$ cat src/uvst_pkg.sv
package uvst_pkg;

  // field widths of one transaction
  localparam int MODE_W  = 2;
  localparam int VAL_W   = 32;
  localparam int IDX_W   = 4;
  localparam int CNT_OUT_W = 5;

  // mode codes on in_tuser
  localparam logic [MODE_W-1:0] MODE_ADD    = 2'd0;
  localparam logic [MODE_W-1:0] MODE_REMOVE = 2'd1;
  localparam logic [MODE_W-1:0] MODE_QUERY  = 2'd2;
  localparam logic [MODE_W-1:0] MODE_READ   = 2'd3;

  // command queue depth (power of two)
  localparam int QDEPTH = 2;

  typedef enum logic [1:0] {
    OP_ADD,
    OP_REMOVE,
    OP_QUERY,
    OP_READ
  } op_t;

  typedef struct packed {
    op_t              op;
    logic [VAL_W-1:0] value;
    logic [IDX_W-1:0] index;
  } cmd_t;

  typedef enum logic [2:0] {
    BK_IDLE,
    BK_SCAN,
    BK_ACT,
    BK_MOVE,
    BK_READ,
    BK_DONE
  } bk_state_t;

endpackage

$ cat src/uvst_front.sv
module uvst_front (
  input  logic                      clk,
  input  logic                      rst_n,
  input  logic                      in_valid,
  output logic                      in_ready,
  input  logic [uvst_pkg::MODE_W-1:0] in_mode,
  input  logic [uvst_pkg::VAL_W-1:0]  in_value,
  input  logic [uvst_pkg::IDX_W-1:0]  in_index,
  output logic                      push_valid,
  input  logic                      push_ready,
  output uvst_pkg::cmd_t            push_cmd
);
  import uvst_pkg::*;

  logic fv_r, fv_nxt;
  cmd_t fcmd_r, fcmd_nxt;
  op_t  op_dec;
  logic accept;

  // mode decode
  always_comb begin
    case (in_mode)
      MODE_ADD:    op_dec = OP_ADD;
      MODE_REMOVE: op_dec = OP_REMOVE;
      MODE_QUERY:  op_dec = OP_QUERY;
      MODE_READ:   op_dec = OP_READ;
      default:     op_dec = OP_QUERY;
    endcase
  end

  assign in_ready = !fv_r || push_ready;
  assign accept   = in_valid && in_ready;

  always_comb begin
    fv_nxt   = fv_r;
    fcmd_nxt = fcmd_r;
    if (accept) begin
      fv_nxt         = 1'b1;
      fcmd_nxt.op    = op_dec;
      fcmd_nxt.value = in_value;
      fcmd_nxt.index = in_index;
    end else if (push_ready) begin
      fv_nxt = 1'b0;
    end
  end

  always_ff @(posedge clk) begin
    if (!rst_n) begin
      fv_r <= 1'b0;
    end else begin
      fv_r <= fv_nxt;
    end
    fcmd_r <= fcmd_nxt;
  end

  assign push_valid = fv_r;
  assign push_cmd   = fcmd_r;

endmodule

$ cat src/uvst_queue.sv
module uvst_queue (
  input  logic           clk,
  input  logic           rst_n,
  input  logic           push_valid,
  output logic           push_ready,
  input  uvst_pkg::cmd_t push_cmd,
  output logic           pop_valid,
  input  logic           pop_ready,
  output uvst_pkg::cmd_t pop_cmd
);
  import uvst_pkg::*;

  localparam int QAW = $clog2(QDEPTH);

  cmd_t           slots_r [QDEPTH];
  logic [QAW-1:0] wp_r, wp_nxt, rp_r, rp_nxt;
  logic [QAW:0]   fill_r, fill_nxt;
  logic           do_push, do_pop;

  assign push_ready = (fill_r != (QAW+1)'(QDEPTH));
  assign pop_valid  = (fill_r != '0);
  assign do_push    = push_valid && push_ready;
  assign do_pop     = pop_valid && pop_ready;
  assign pop_cmd    = slots_r[rp_r];

  always_comb begin
    wp_nxt   = do_push ? wp_r + 1'b1 : wp_r;
    rp_nxt   = do_pop  ? rp_r + 1'b1 : rp_r;
    fill_nxt = fill_r;
    if (do_push && !do_pop) begin
      fill_nxt = fill_r + 1'b1;
    end else if (do_pop && !do_push) begin
      fill_nxt = fill_r - 1'b1;
    end
  end

  always_ff @(posedge clk) begin
    if (!rst_n) begin
      wp_r   <= '0;
      rp_r   <= '0;
      fill_r <= '0;
    end else begin
      wp_r   <= wp_nxt;
      rp_r   <= rp_nxt;
      fill_r <= fill_nxt;
    end
    if (do_push) begin
      slots_r[wp_r] <= push_cmd;
    end
  end

endmodule

$ cat src/uvst_back.sv
module uvst_back #(
  parameter int CAPACITY    = 16,
  parameter int VALUE_WIDTH = 32
) (
  input  logic                          clk,
  input  logic                          rst_n,
  input  logic                          pop_valid,
  output logic                          pop_ready,
  input  uvst_pkg::cmd_t                pop_cmd,
  output logic                          out_valid,
  input  logic                          out_ready,
  output logic                          out_found,
  output logic                          out_dropped,
  output logic [uvst_pkg::VAL_W-1:0]     out_data,
  output logic [uvst_pkg::CNT_OUT_W-1:0] out_count
);
  import uvst_pkg::*;

  localparam int AW   = $clog2(CAPACITY);
  localparam int CW   = $clog2(CAPACITY + 1);
  localparam int CMPW = (CW > IDX_W) ? CW : IDX_W;

  logic [VALUE_WIDTH-1:0] mem [CAPACITY];
  logic [VALUE_WIDTH-1:0] mem_q;

  bk_state_t state_r, state_nxt;
  op_t                    op_r, op_nxt;
  logic [VALUE_WIDTH-1:0] val_r, val_nxt;
  logic [IDX_W-1:0]       idx_r, idx_nxt;
  logic [CW-1:0]          count_r, count_nxt;
  logic [CW-1:0]          issue_r, issue_nxt;
  logic                   rdv_r, rdv_nxt;
  logic [AW-1:0]          cmp_idx_r, cmp_idx_nxt;
  logic [AW-1:0]          slot_r, slot_nxt;
  logic                   found_r, found_nxt;
  logic                   dropped_r, dropped_nxt;
  logic [VAL_W-1:0]       data_r, data_nxt;
  logic                   rd_zero_r, rd_zero_nxt;
  logic                   slot0_w_r, slot0_w_nxt;

  logic                   ov_r, ov_nxt;
  logic                   of_r, of_nxt, od_r, od_nxt;
  logic [VAL_W-1:0]       odata_r, odata_nxt;
  logic [CNT_OUT_W-1:0]   ocnt_r, ocnt_nxt;

  logic                   rd_en, wr_en;
  logic [AW-1:0]          rd_addr, wr_addr;
  logic [VALUE_WIDTH-1:0] wr_data;
  logic                   match;
  logic [CMPW-1:0]        idx_ext, cnt_ext;
  logic                   in_range;
  logic [CW-1:0]          last_slot;

  assign match     = rdv_r && (mem_q == val_r);
  assign idx_ext   = CMPW'(idx_r);
  assign cnt_ext   = CMPW'(count_r);
  assign in_range  = idx_ext < cnt_ext;
  assign last_slot = count_r - 1'b1;

  always_comb begin
    state_nxt   = state_r;
    op_nxt      = op_r;
    val_nxt     = val_r;
    idx_nxt     = idx_r;
    count_nxt   = count_r;
    issue_nxt   = issue_r;
    rdv_nxt     = 1'b0;
    cmp_idx_nxt = cmp_idx_r;
    slot_nxt    = slot_r;
    found_nxt   = found_r;
    dropped_nxt = dropped_r;
    data_nxt    = data_r;
    rd_zero_nxt = rd_zero_r;
    ov_nxt      = ov_r && !out_ready;
    of_nxt      = of_r;
    od_nxt      = od_r;
    odata_nxt   = odata_r;
    ocnt_nxt    = ocnt_r;
    pop_ready   = 1'b0;
    rd_en       = 1'b0;
    rd_addr     = '0;
    wr_en       = 1'b0;
    wr_addr     = '0;
    wr_data     = '0;

    case (state_r)
      BK_IDLE: begin
        pop_ready = 1'b1;
        if (pop_valid) begin
          op_nxt      = pop_cmd.op;
          val_nxt     = VALUE_WIDTH'(pop_cmd.value);
          idx_nxt     = pop_cmd.index;
          issue_nxt   = '0;
          found_nxt   = 1'b0;
          dropped_nxt = 1'b0;
          data_nxt    = '0;
          state_nxt   = BK_SCAN;
        end
      end
      BK_SCAN: begin
        if (match) begin
          found_nxt = 1'b1;
          slot_nxt  = cmp_idx_r;
          state_nxt = BK_ACT;
        end else if (issue_r < count_r) begin
          rd_en       = 1'b1;
          rd_addr     = issue_r[AW-1:0];
          rdv_nxt     = 1'b1;
          cmp_idx_nxt = issue_r[AW-1:0];
          issue_nxt   = issue_r + 1'b1;
        end else begin
          state_nxt = BK_ACT;
        end
      end
      BK_ACT: begin
        case (op_r)
          OP_ADD: begin
            if (!found_r) begin
              if (count_r >= CW'(CAPACITY)) begin
                dropped_nxt = 1'b1;
              end else begin
                wr_en     = 1'b1;
                wr_addr   = count_r[AW-1:0];
                wr_data   = val_r;
                count_nxt = count_r + 1'b1;
              end
            end
            state_nxt = BK_DONE;
          end
          OP_REMOVE: begin
            if (found_r) begin
              rd_en     = 1'b1;
              rd_addr   = last_slot[AW-1:0];
              state_nxt = BK_MOVE;
            end else begin
              state_nxt = BK_DONE;
            end
          end
          OP_READ: begin
            rd_en       = 1'b1;
            rd_addr     = in_range ? idx_ext[AW-1:0] : '0;
            rd_zero_nxt = !in_range && !slot0_w_r;
            state_nxt   = BK_READ;
          end
          default: begin
            state_nxt = BK_DONE;
          end
        endcase
      end
      BK_MOVE: begin
        // last entry fills the hole
        wr_en     = 1'b1;
        wr_addr   = slot_r;
        wr_data   = mem_q;
        count_nxt = count_r - 1'b1;
        state_nxt = BK_DONE;
      end
      BK_READ: begin
        data_nxt  = rd_zero_r ? '0 : VAL_W'(mem_q);
        state_nxt = BK_DONE;
      end
      BK_DONE: begin
        if (!ov_r || out_ready) begin
          ov_nxt    = 1'b1;
          of_nxt    = found_r;
          od_nxt    = dropped_r;
          odata_nxt = data_r;
          ocnt_nxt  = CNT_OUT_W'(count_r);
          state_nxt = BK_IDLE;
        end
      end
      default: begin
        state_nxt = BK_IDLE;
      end
    endcase
  end

  assign slot0_w_nxt = slot0_w_r || (wr_en && (wr_addr == '0));

  always_ff @(posedge clk) begin
    if (wr_en) begin
      mem[wr_addr] <= wr_data;
    end
    if (rd_en) begin
      mem_q <= mem[rd_addr];
    end
  end

  always_ff @(posedge clk) begin
    if (!rst_n) begin
      state_r   <= BK_IDLE;
      count_r   <= '0;
      rdv_r     <= 1'b0;
      slot0_w_r <= 1'b0;
      ov_r      <= 1'b0;
    end else begin
      state_r   <= state_nxt;
      count_r   <= count_nxt;
      rdv_r     <= rdv_nxt;
      slot0_w_r <= slot0_w_nxt;
      ov_r      <= ov_nxt;
    end
    op_r      <= op_nxt;
    val_r     <= val_nxt;
    idx_r     <= idx_nxt;
    issue_r   <= issue_nxt;
    cmp_idx_r <= cmp_idx_nxt;
    slot_r    <= slot_nxt;
    found_r   <= found_nxt;
    dropped_r <= dropped_nxt;
    data_r    <= data_nxt;
    rd_zero_r <= rd_zero_nxt;
    of_r      <= of_nxt;
    od_r      <= od_nxt;
    odata_r   <= odata_nxt;
    ocnt_r    <= ocnt_nxt;
  end

  assign out_valid   = ov_r;
  assign out_found   = of_r;
  assign out_dropped = od_r;
  assign out_data    = odata_r;
  assign out_count   = ocnt_r;

endmodule

$ cat src/unique_value_set_table_unit.sv
// Set of up to CAPACITY distinct values. Each input transaction carries a
// mode on in_tuser (add, remove, membership query, read at index) and a value
// and index on in_tdata; each gives exactly one result transaction with found,
// data, count and dropped. Add appends an absent value, or sets dropped when
// the set is full. Remove moves the last entry into the freed slot. Read out
// of range returns slot 0 as it stands (zero until first written). Values are
// masked to VALUE_WIDTH bits. Every operation first searches the stored
// entries, a match ending the search early; add and query then pass the act
// and done states, and read and a found remove also a read or move state.
// The linear search reads the single-port entry memory one slot per cycle,
// compared in the cycle after the read. A two-deep command queue sits between
// the input decode and the search engine, so input transactions keep being
// taken, until it fills, while the engine works and while a result waits on
// out_tready. The store is empty straight out of reset; no clearing pass.
module unique_value_set_table_unit #(
  parameter int CAPACITY    = 16,
  parameter int VALUE_WIDTH = 32
) (
  input  logic        clk,
  input  logic        rst_n,
  // input channel
  input  logic        in_tvalid,
  output logic        in_tready,
  input  logic [39:0] in_tdata,   // [31:0] value, [35:32] index, [39:36] zero
  input  logic [1:0]  in_tuser,   // [1:0] mode
  // result channel
  output logic        out_tvalid,
  input  logic        out_tready,
  output logic [39:0] out_tdata,  // [31:0] data, [36:32] count, [39:37] zero
  output logic [1:0]  out_tuser   // [0] found, [1] dropped
);
  import uvst_pkg::*;

  logic push_valid, push_ready, pop_valid, pop_ready;
  cmd_t push_cmd, pop_cmd;

  logic                 res_found, res_dropped;
  logic [VAL_W-1:0]     res_data;
  logic [CNT_OUT_W-1:0] res_count;

  // decode and register incoming transactions
  uvst_front u_front (
    .clk        (clk),
    .rst_n      (rst_n),
    .in_valid   (in_tvalid),
    .in_ready   (in_tready),
    .in_mode    (in_tuser),
    .in_value   (in_tdata[VAL_W-1:0]),
    .in_index   (in_tdata[VAL_W+IDX_W-1:VAL_W]),
    .push_valid (push_valid),
    .push_ready (push_ready),
    .push_cmd   (push_cmd)
  );

  // decouples decode from the search engine
  uvst_queue u_queue (
    .clk        (clk),
    .rst_n      (rst_n),
    .push_valid (push_valid),
    .push_ready (push_ready),
    .push_cmd   (push_cmd),
    .pop_valid  (pop_valid),
    .pop_ready  (pop_ready),
    .pop_cmd    (pop_cmd)
  );

  // search, update and result register
  uvst_back #(
    .CAPACITY    (CAPACITY),
    .VALUE_WIDTH (VALUE_WIDTH)
  ) u_back (
    .clk         (clk),
    .rst_n       (rst_n),
    .pop_valid   (pop_valid),
    .pop_ready   (pop_ready),
    .pop_cmd     (pop_cmd),
    .out_valid   (out_tvalid),
    .out_ready   (out_tready),
    .out_found   (res_found),
    .out_dropped (res_dropped),
    .out_data    (res_data),
    .out_count   (res_count)
  );

  assign out_tdata = {3'b000, res_count, res_data};
  assign out_tuser = {res_dropped, res_found};

endmodule

$ cat config.mk
export PLATFORM = sky130hd
export DESIGN_NAME = unique_value_set_table_unit
export DESIGN_NICKNAME = d
export VERILOG_FILES = /design/src/uvst_pkg.sv /design/src/uvst_front.sv /design/src/uvst_queue.sv /design/src/uvst_back.sv /design/src/unique_value_set_table_unit.sv
export SDC_FILE = /design/constraint.sdc
export NUM_CORES = 1
export LEC_CHECK = 0
export BUFFER_PORTS_ARGS = -buffer_cell sky130_fd_sc_hd__buf_2
export CAP_MARGIN = 25
export CELL_PAD_IN_SITES_DETAIL_PLACEMENT = 1
export CELL_PAD_IN_SITES_GLOBAL_PLACEMENT = 1
export CORE_MARGIN = 2
export CORE_UTILIZATION = 30
export DETAILED_ROUTE_END_ITERATION = 6
export HOLD_SLACK_MARGIN = 0.15
export PLACE_DENSITY = 0.53
export SLEW_MARGIN = 20
export SYNTH_ARGS = -nofsm -noshare
export SYNTH_HDL_FRONTEND = slang
export SYNTH_HIERARCHICAL = 1
export SYNTH_SLANG_ARGS = --single-unit
$ cat constraint.sdc
create_clock -name clk -period 10 [get_ports clk]
set_input_delay 1 -clock clk [delete_from_list [all_inputs] [get_ports clk]]
set_output_delay 1 -clock clk [all_outputs]
set_load 0.01 [all_outputs]
==> flow_metrics.py, run 1 <==
metrics = {
    "outcome": {
        "status": "finished, final reports clean",
    },
    "global_routing": {
        "grt_pass1_vias": 16300,
        "grt_util_all_layers_pct": 15.1,
        "met2_usage_pct": 25.2,
        "grt_max_degree": 131,
        "grt-ovfl-total": 0,
        "grt_antenna_before_repair": 2,
        "grt_use_met1_pct": 20.3,
        "grt.met3_usage_pct": 2.42,
        "busiest_layer": "met2",
        "grt_pass1_wl_um": 114000,
    },
    "worst_setup_path": {
        "crit_path_top_delay_cell": "buf_12",
        "critPathArrivalTime_ns": 5.32,
        "path_cells": "xnor2_1 > nand4_1 > nor4_1 > nand3_2 > a31oi_4 > buf_12 > buf_12 > mux2i_1 > o22ai_1 > or4_1",
        "cp_common_cell": "buf_12",
        "rr_startpoint": "u_back/val_r[6]",
        "startpoint": "u_back/val_r[6]",
        "endpoint_kind": "flop",
        "cp.required_ns": 10.36,
        "worstPathMaxFanout": 130,
        "crit_path_start_kind": "flop",
        "cp_slowest_stage_delay_ns": 0.76,
        "criticalPathCategory": "flop to flop",
    },
    "yosys": {
        "yosys_warnings": 6,
        "ys_async_sr_fraction_pct": 0,
        "ys_types": 75,
        "netlist_top_cells_area": "edfxtp_1 77%, mux2i_1 6.7%, mux2_2 3.2%",
        "ys_seq_elements": 800,
        "netlist_area_um2": 30600,
        "synth-edff-count": 783,
        "syn_inst": 1652,
        "synth_top_area_share_pct": 76.7,
        "seq_area_frac_synth_pct": 77.8,
        "ys.flop_type": "edfxtp_1",
        "synth_area_leader_cell": "edfxtp_1",
        "avgSynthCellArea_um2": 18.6,
    },
    "place": {
        "gp_congestion": 0.752,
        "placed_area_um2": 32800,
        "io_buffers": 82,
        "dp_hpwl_um": 41300,
    },
    "die": {
        "die-area_um2": 105000,
        "initial_core_util_pct": 30.2,
        "die_x_um": 324,
        "core_um2": 102000,
        "pin_count": 90,
        "die_height_um": 324,
        "num_rows": 117,
    },
    "power_and_ir_drop": {
        "p_per_area_nw_per_um2": 242,
        "max-vdd-ir-drop_mv": 0.144,
        "power_leakage_nw": 13.2,
    },
    "timing": {
        "maxSlewHeadroom_pct": 30.6,
        "timing.final.crit_period_ns": 4.96,
        "finalHoldViolCount": 0,
        "tns_ns": 0,
        "tightest_slew_ns": 1.04,
        "fmax_mhz": 201,
        "skew_ns": 0.0242,
        "slew_violations": 0,
        "post-route-period-util_pct": 49.6,
        "rsz0062_at_grt": "no",
        "finalSetupViolCount": 0,
    },
    "routing": {
        "routedWlPerCell_um": 24.6,
        "dr.first_iter.drc_count": 1064,
        "drc": 0,
        "viasPerCell": 4.82,
        "wl_um": 78900,
        "ant_nets": 0,
        "num_vias": 15500,
        "first_pass_iters": 5,
    },
    "layout": {
        "stdcell_area_um2": 35300,
        "syn2layout_area_growth_pct": 15.2,
        "seq_area_um2": 23900,
        "drive_above_1_share_pct": 19.7,
        "nets": 1833,
        "multi_input_area_um2": 6420,
        "fillers": 10200,
    },
    "job": {
        "max_cap_violations": 0,
    },
    "clocking": {
        "cts_resized": 0,
        "clkSlewWorstSetupHoldPaths_ns": 0.06,
        "cts_tree": "done",
        "cts.sinks": 800,
        "hold_buffers": 0,
        "htree_levels": 3,
        "cts_buffers": 83,
        "cts_root_buf": "clkbuf_16",
        "clk_latency_ns": 0.64,
        "clock_path_buffers": 3,
        "post-cts-setup-buffers": 0,
    },
    "worst_hold_path": {
        "hold_path_class": "flop to flop",
        "min-delay-start": "u_back/cmp_idx_r[1]",
    },
}
[per-layer routing]
| metal | routed length [um] | share of wire [%] | up-vias |
|---|---|---|---|
| met5 | 0 | 0 | - |
| met4 | 2250 | 2.9 | 0 |
| met3 | 3120 | 4.0 | 133 |
| met2 | 38200 | 48 | 342 |
| met1 | 35300 | 45 | 8135 |
| li1 | - | - | 6852 |
[kinds of logic (layout without fill, tap and decap cells)]
family | after synthesis | after routing | synth area share, %
adders and majority gates | 11 | 11 | 0.449
AOI/OAI and AO/OA | 222 | 222 | 5.22
DFF | 800 | 800 | 77.8
xor gates and xnor gates | 42 | 42 | 1.20
buffers and inverters | 94 | 277 | 1.74
muxes | 291 | 291 | 9.85
and+or+nand+nor | 191 | 191 | 3.70
other | 1 | 4 | 0.0122
[cells in the final DEF (no fill, tap or decap), drive strengths merged, types with 2 or more instances in the layout]
cell type    n
edfxtp     783
mux2i      205
o22ai      121
buf        121
clkbuf     100
mux2        86
and2        45
clkinv      37
xnor2       36
a22o        32
nor2        32
nand2       25
or4         22
dfxtp       17
inv         14
a21oi       12
ha          11
nand3       11
o21ai       10
nor4         8
a31oi        8
nor3         7
nand4        7
nand2b       7
xor2         6
a21boi       6
o22a         5
or2          5
and3         5
bufinv       4
nand3b       4
a221o        4
nor2b        4
o2bb2ai      4
o211ai       4
conb         3
a21o         3
or3b         2
o21a         2
[registers in the layout (all words and copies together) (netlist names), 32 cells and up, named ones only]
register	cells
u_queue/slots_r	76
u_back/mem	512
u_back/val_r	32
u_back/out_data	32
u_back/data_r	32
u_back/mem_q	32
u_front/push_cmd	38
[critical path, delay by kind of cell, from the launching register on]
family                 cells  cell delay (ns)
AO/OA/AOI/OAI              2             0.43
XOR/XNOR                   1             0.40
buffers and inverters      2             1.28
flip-flops                 1             0.47
multiplexers               1             0.27
AND/OR/NAND/NOR            4             1.58
[where the power goes]
| part | leakage [nW] | internal, mW | switching, mW |
|---|---|---|---|
| logic | 3.99 | 0.489 | 0.807 |
| clock network | 1.23 | 1.64 | 1.27 |
| registers | 7.94 | 4.08 | 0.250 |
| total | 13.2 | 6.22 | 2.33 |
[path summary, 6_finish.rpt]
check / end / slack [ns] / cells past startpoint
hold reg to reg: u_back/slot_r[1] / 0.42 / 0
hold / removal: u_back/slot_r[1] / 0.42 / 0
setup reg to reg: u_back/mem_q[15] / 5.04 / 10
setup / recovery: u_back/mem_q[15] / 5.04 / 10
[Yosys cell counts, types with 16 or more instances]
cell type,instances
edfxtp_1,783
mux2i_1,205
o22ai_1,121
mux2_2,86
and2_1,44
xnor2_1,36
buf_2,33
a22o_1,32
nor2_1,32
buf_4,25
nand2_1,24
or4_1,22
dfxtp_1,17
clkbuf_1,16
[stage by stage]
step / hold WS, ns / power, mW / std cells / utilization (%) / worst slack, ns
CTS: 0.421 / 8.65 / 3203 / 34.7 / 4.95
detailed placement: 0.406 / 5.72 / 3057 / 32.2 / 4.98
global placement: 0.410 / 5.69 / 3056 / 32.2 / 5.00
finish: 0.420 / 8.55 / 3206 / 34.8 / 5.04
floorplan: 0.400 / 5.18 / 1654 / - / 6.37
global route: 0.423 / 8.89 / 3205 / 34.8 / 4.70
[cell type report]
type	count	share of cell area [%]
Multi-Input combinational cell	760	18.2
Clock buffer	100	6.12
Inverter	10	0.106
Tap cell	1368	4.85
Sequential cell	800	67.5
Clock inverter	46	1.01
Timing Repair Buffer	121	2.17
Antenna cell	1	0.00709
No activity file was read; power rests on OpenSTA's default activity.
==> run 2: changes to the inputs <==
- ABC_AREA: not set -> 1
- PLACE_DENSITY: 0.53 -> 0.57
- clock period: 10 -> 4.02 ns (I/O delays scaled with it)
==> flow_metrics.py, run 2 <==
metrics = {
    "timing": {
        "post-route-period-util_pct": 83.9,
        "maxSlewHeadroom_pct": 49.9,
        "finalSetupViolCount": 0,
        "skew_ns": 0.0207,
        "timing.final.crit_period_ns": 3.37,
        "rsz0062_at_grt": "no",
        "tightest_slew_ns": 0.749,
        "fmax_mhz": 297,
        "tns_ns": 0,
        "finalHoldViolCount": 0,
        "slew_violations": 0,
    },
    "clocking": {
        "cts_resized": 0,
        "cts.sinks": 800,
        "htree_levels": 3,
        "clock_path_buffers": 3,
        "clkSlewWorstSetupHoldPaths_ns": 0.06,
        "clk_latency_ns": 0.66,
        "cts_tree": "done",
        "cts_buffers": 85,
        "post-cts-setup-buffers": 0,
        "cts_root_buf": "clkbuf_16",
    },
    "routing": {
        "drc": 0,
        "ant_nets": 0,
        "routedWlPerCell_um": 20.2,
        "num_vias": 21600,
        "first_pass_iters": 7,
        "viasPerCell": 4.66,
        "dr.first_iter.drc_count": 1533,
        "wl_um": 93900,
    },
    "worst_setup_path": {
        "cp_slowest_stage_delay_ns": 0.49,
        "worstPathMaxFanout": 56,
        "crit_path_top_delay_cell": "dfxtp_1",
        "rr_startpoint": "u_back/cnt_ext[2]",
        "reg2reg_slack_ns": 0.65,
        "criticalPathCategory": "flop to flop",
        "worstRegToRegCells": 18,
        "cp_common_cell": "nand3_1",
        "cp.required_ns": 4.42,
        "path_cells": "inv_1 > ha_1 > nand2_1 > inv_1 > o21ai_0 > nand3_1 > inv_2 > nand3_1 > o21ai_0 > nand2_4 > nand2_8 > buf_12 > buf_4 > nand2_1 > nand3_1 > nand3_1 > nand3_1 > nand2_1",
        "rr_endpoint": "u_back/mem_q[7]",
        "endpoint_kind": "flop",
        "crit_path_start_kind": "flop",
        "crit_family": "simple AND/OR/NAND/NOR gates",
        "critPathArrivalTime_ns": 3.77,
        "worst-path-buf-inv": 5,
    },
    "yosys": {
        "netlist_area_um2": 33800,
        "synth_compound_area_share_pct": 1.35,
        "synth_area_leader_cell": "edfxtp_1",
        "seq_area_frac_synth_pct": 70.5,
        "avgSynthCellArea_um2": 11.7,
        "syn_inst": 2900,
        "synthAdderAreaFrac_pct": 0.407,
        "synth_xor_area_share_pct": 0.311,
        "synth_top_family_by_area": "simple AND/OR/NAND/NOR gates",
        "ys_types": 47,
        "yosysMostFrequentCell": "edfxtp_1",
        "yosys_warnings": 6,
        "ys_seq_elements": 800,
        "ys.flop_type": "edfxtp_1",
        "synth_top_area_share_pct": 69.5,
        "synth-edff-count": 783,
        "synth-simple-area-share_pct": 18.3,
        "netlist_top_cells_area": "edfxtp_1 69%, nand3_1 8.9%, nand2_1 5.6%",
        "muxShareOfSynthArea_pct": 1.49,
        "ys_async_sr_fraction_pct": 0,
        "synth_common_cells": "783 x edfxtp_1, 602 x nand3_1, 502 x nand2_1",
    },
    "global_routing": {
        "grt_util_all_layers_pct": 16.2,
        "grt_pass1_wl_um": 141000,
        "grt_pass1_vias": 22200,
        "grt-ovfl-total": 0,
        "grt_max_degree": 125,
        "grt_antenna_before_repair": 0,
    },
    "die": {
        "num_rows": 123,
        "die_height_um": 340,
        "core_um2": 112000,
        "pin_count": 90,
        "die_x_um": 340,
        "initial_core_util_pct": 30.2,
        "die-area_um2": 115000,
    },
    "layout": {
        "drive_above_1_share_pct": 12.8,
        "seq_area_um2": 23900,
        "syn2layout_area_growth_pct": 17.7,
        "finalNonFillerCells": 4636,
        "layout.cells.most_common": "edfxtp_1",
        "multi_input_area_um2": 7620,
        "largest_reg_flops": 512,
        "fillers": 12200,
        "regMostFlops": "u_back/mem",
        "final_cell_mix": "783 x edfxtp_1, 602 x nand3_1, 497 x nand2_1, 467 x inv_1, 97 x nand3b_1",
        "nets": 3124,
    },
    "place": {
        "dp_hpwl_um": 55600,
        "placed_cells": 4438,
        "io_buffers": 82,
        "gp_congestion": 0.827,
    },
    "power_and_ir_drop": {
        "max-vdd-ir-drop_mv": 0.281,
        "power_leakage_nw": 15.7,
        "p_per_area_nw_per_um2": 579,
    },
    "worst_hold_path": {
        "hold_depth": 0,
        "min-delay-start": "u_back/data_r[10]",
        "hold_path_class": "flop to flop",
        "holdPathEnd": "u_back/out_data[10]",
    },
    "job": {
        "max_cap_violations": 0,
    },
    "outcome": {
        "status": "finished, final reports clean",
    },
}
-- run 2: kinds of logic (layout without fill, tap and decap cells) --
kind of cell,count (synthesis),count (layout)
AND/OR/NAND/NOR,1330,1330
flip-flops,800,800
buffers and inverters,634,867
AO/OA/AOI/OAI,74,74
multiplexers,38,38
XOR/XNOR,12,12
adder cells (fa/ha/maj),11,11
other,1,4
-- run 2: worst max-delay path by stage --
| stage | from | end | slack [ns] | cells after the start |
|---|---|---|---|---|
| floorplan | u_back/state_r[0] | u_back/data_r[0] | 0.48 | 7 |
| global placement | u_back/cnt_ext[3] | u_back/mem_q[17] | 0.67 | 15 |
| detailed placement | u_back/cnt_ext[2] | u_back/mem_q[14] | 0.62 | 18 |
| CTS | u_back/cnt_ext[2] | u_back/mem_q[13] | 0.61 | 18 |
| global route | u_back/cnt_ext[2] | u_back/mem_q[14] | 0.29 | 18 |
| finish | u_back/cnt_ext[2] | u_back/mem_q[7] | 0.65 | 18 |
-- run 2: cell type report --
| class | instances | area share, % |
|---|---|---|
| diodes | 1 | 0.00628 |
| clock buffers | 103 | 5.56 |
| clock inverters | 52 | 1.15 |
| inverters | 482 | 4.55 |
| multi-input cells | 1468 | 19.1 |
| flip-flops and latches | 800 | 59.9 |
| well taps | 1500 | 4.71 |
| repair buffers | 230 | 4.99 |
-- run 2: power breakdown --
group	switching (mW)	internal, mW
sequential	0.497	10.3
clock	3.33	4.27
combinational	3.23	1.44
-- run 2: worst reg2reg max path, cell delays in order (launching register included) --
cell and delay [ns]:
dfxtp_1 0.49, inv_1 0.17, ha_1 0.32, nand2_1 0.07, inv_1 0.04, o21ai_0 0.14, nand3_1 0.11, inv_2 0.10
nand3_1 0.07, o21ai_0 0.14, nand2_4 0.23, nand2_8 0.22, buf_12 0.27, buf_4 0.37, nand2_1 0.08, nand3_1 0.07
nand3_1 0.08, nand3_1 0.11, nand2_1 0.07
-- run 2: timing repair --
item / in CTS / in global routing
setup endpoints to repair: 0 / 0
hold endpoints to repair: 49 / 0
hold buffers: 42 / 0
-- run 2: per-stage QoR --
step | hold slack, ns | setup WS (ns) | area, um2 | util (%) | power [mW]
detailed placement | 0.406 | 0.621 | 36700 | 32.7 | 15.7
global route | 0.431 | 0.285 | 39800 | 35.5 | 24.1
floorplan | 0.400 | 0.482 | 33800 | - | 13.8
global placement | 0.402 | 0.665 | 36700 | 32.7 | 15.6
CTS | 0.419 | 0.611 | 39800 | 35.5 | 23.4
finish | 0.417 | 0.648 | 39800 | 35.5 | 23.0
-- run 2: per-layer routing --
metal / vias to the layer above / GRT usage [%] / part of all wire [%]
met3: 137 / 2.19 / 3.4
met4: 0 / 5.01 / 2.9
li1: 10200 / - / -
met5: - / 0 / 0
met1: 10900 / 22.3 / 47
met2: 354 / 26.4 / 47
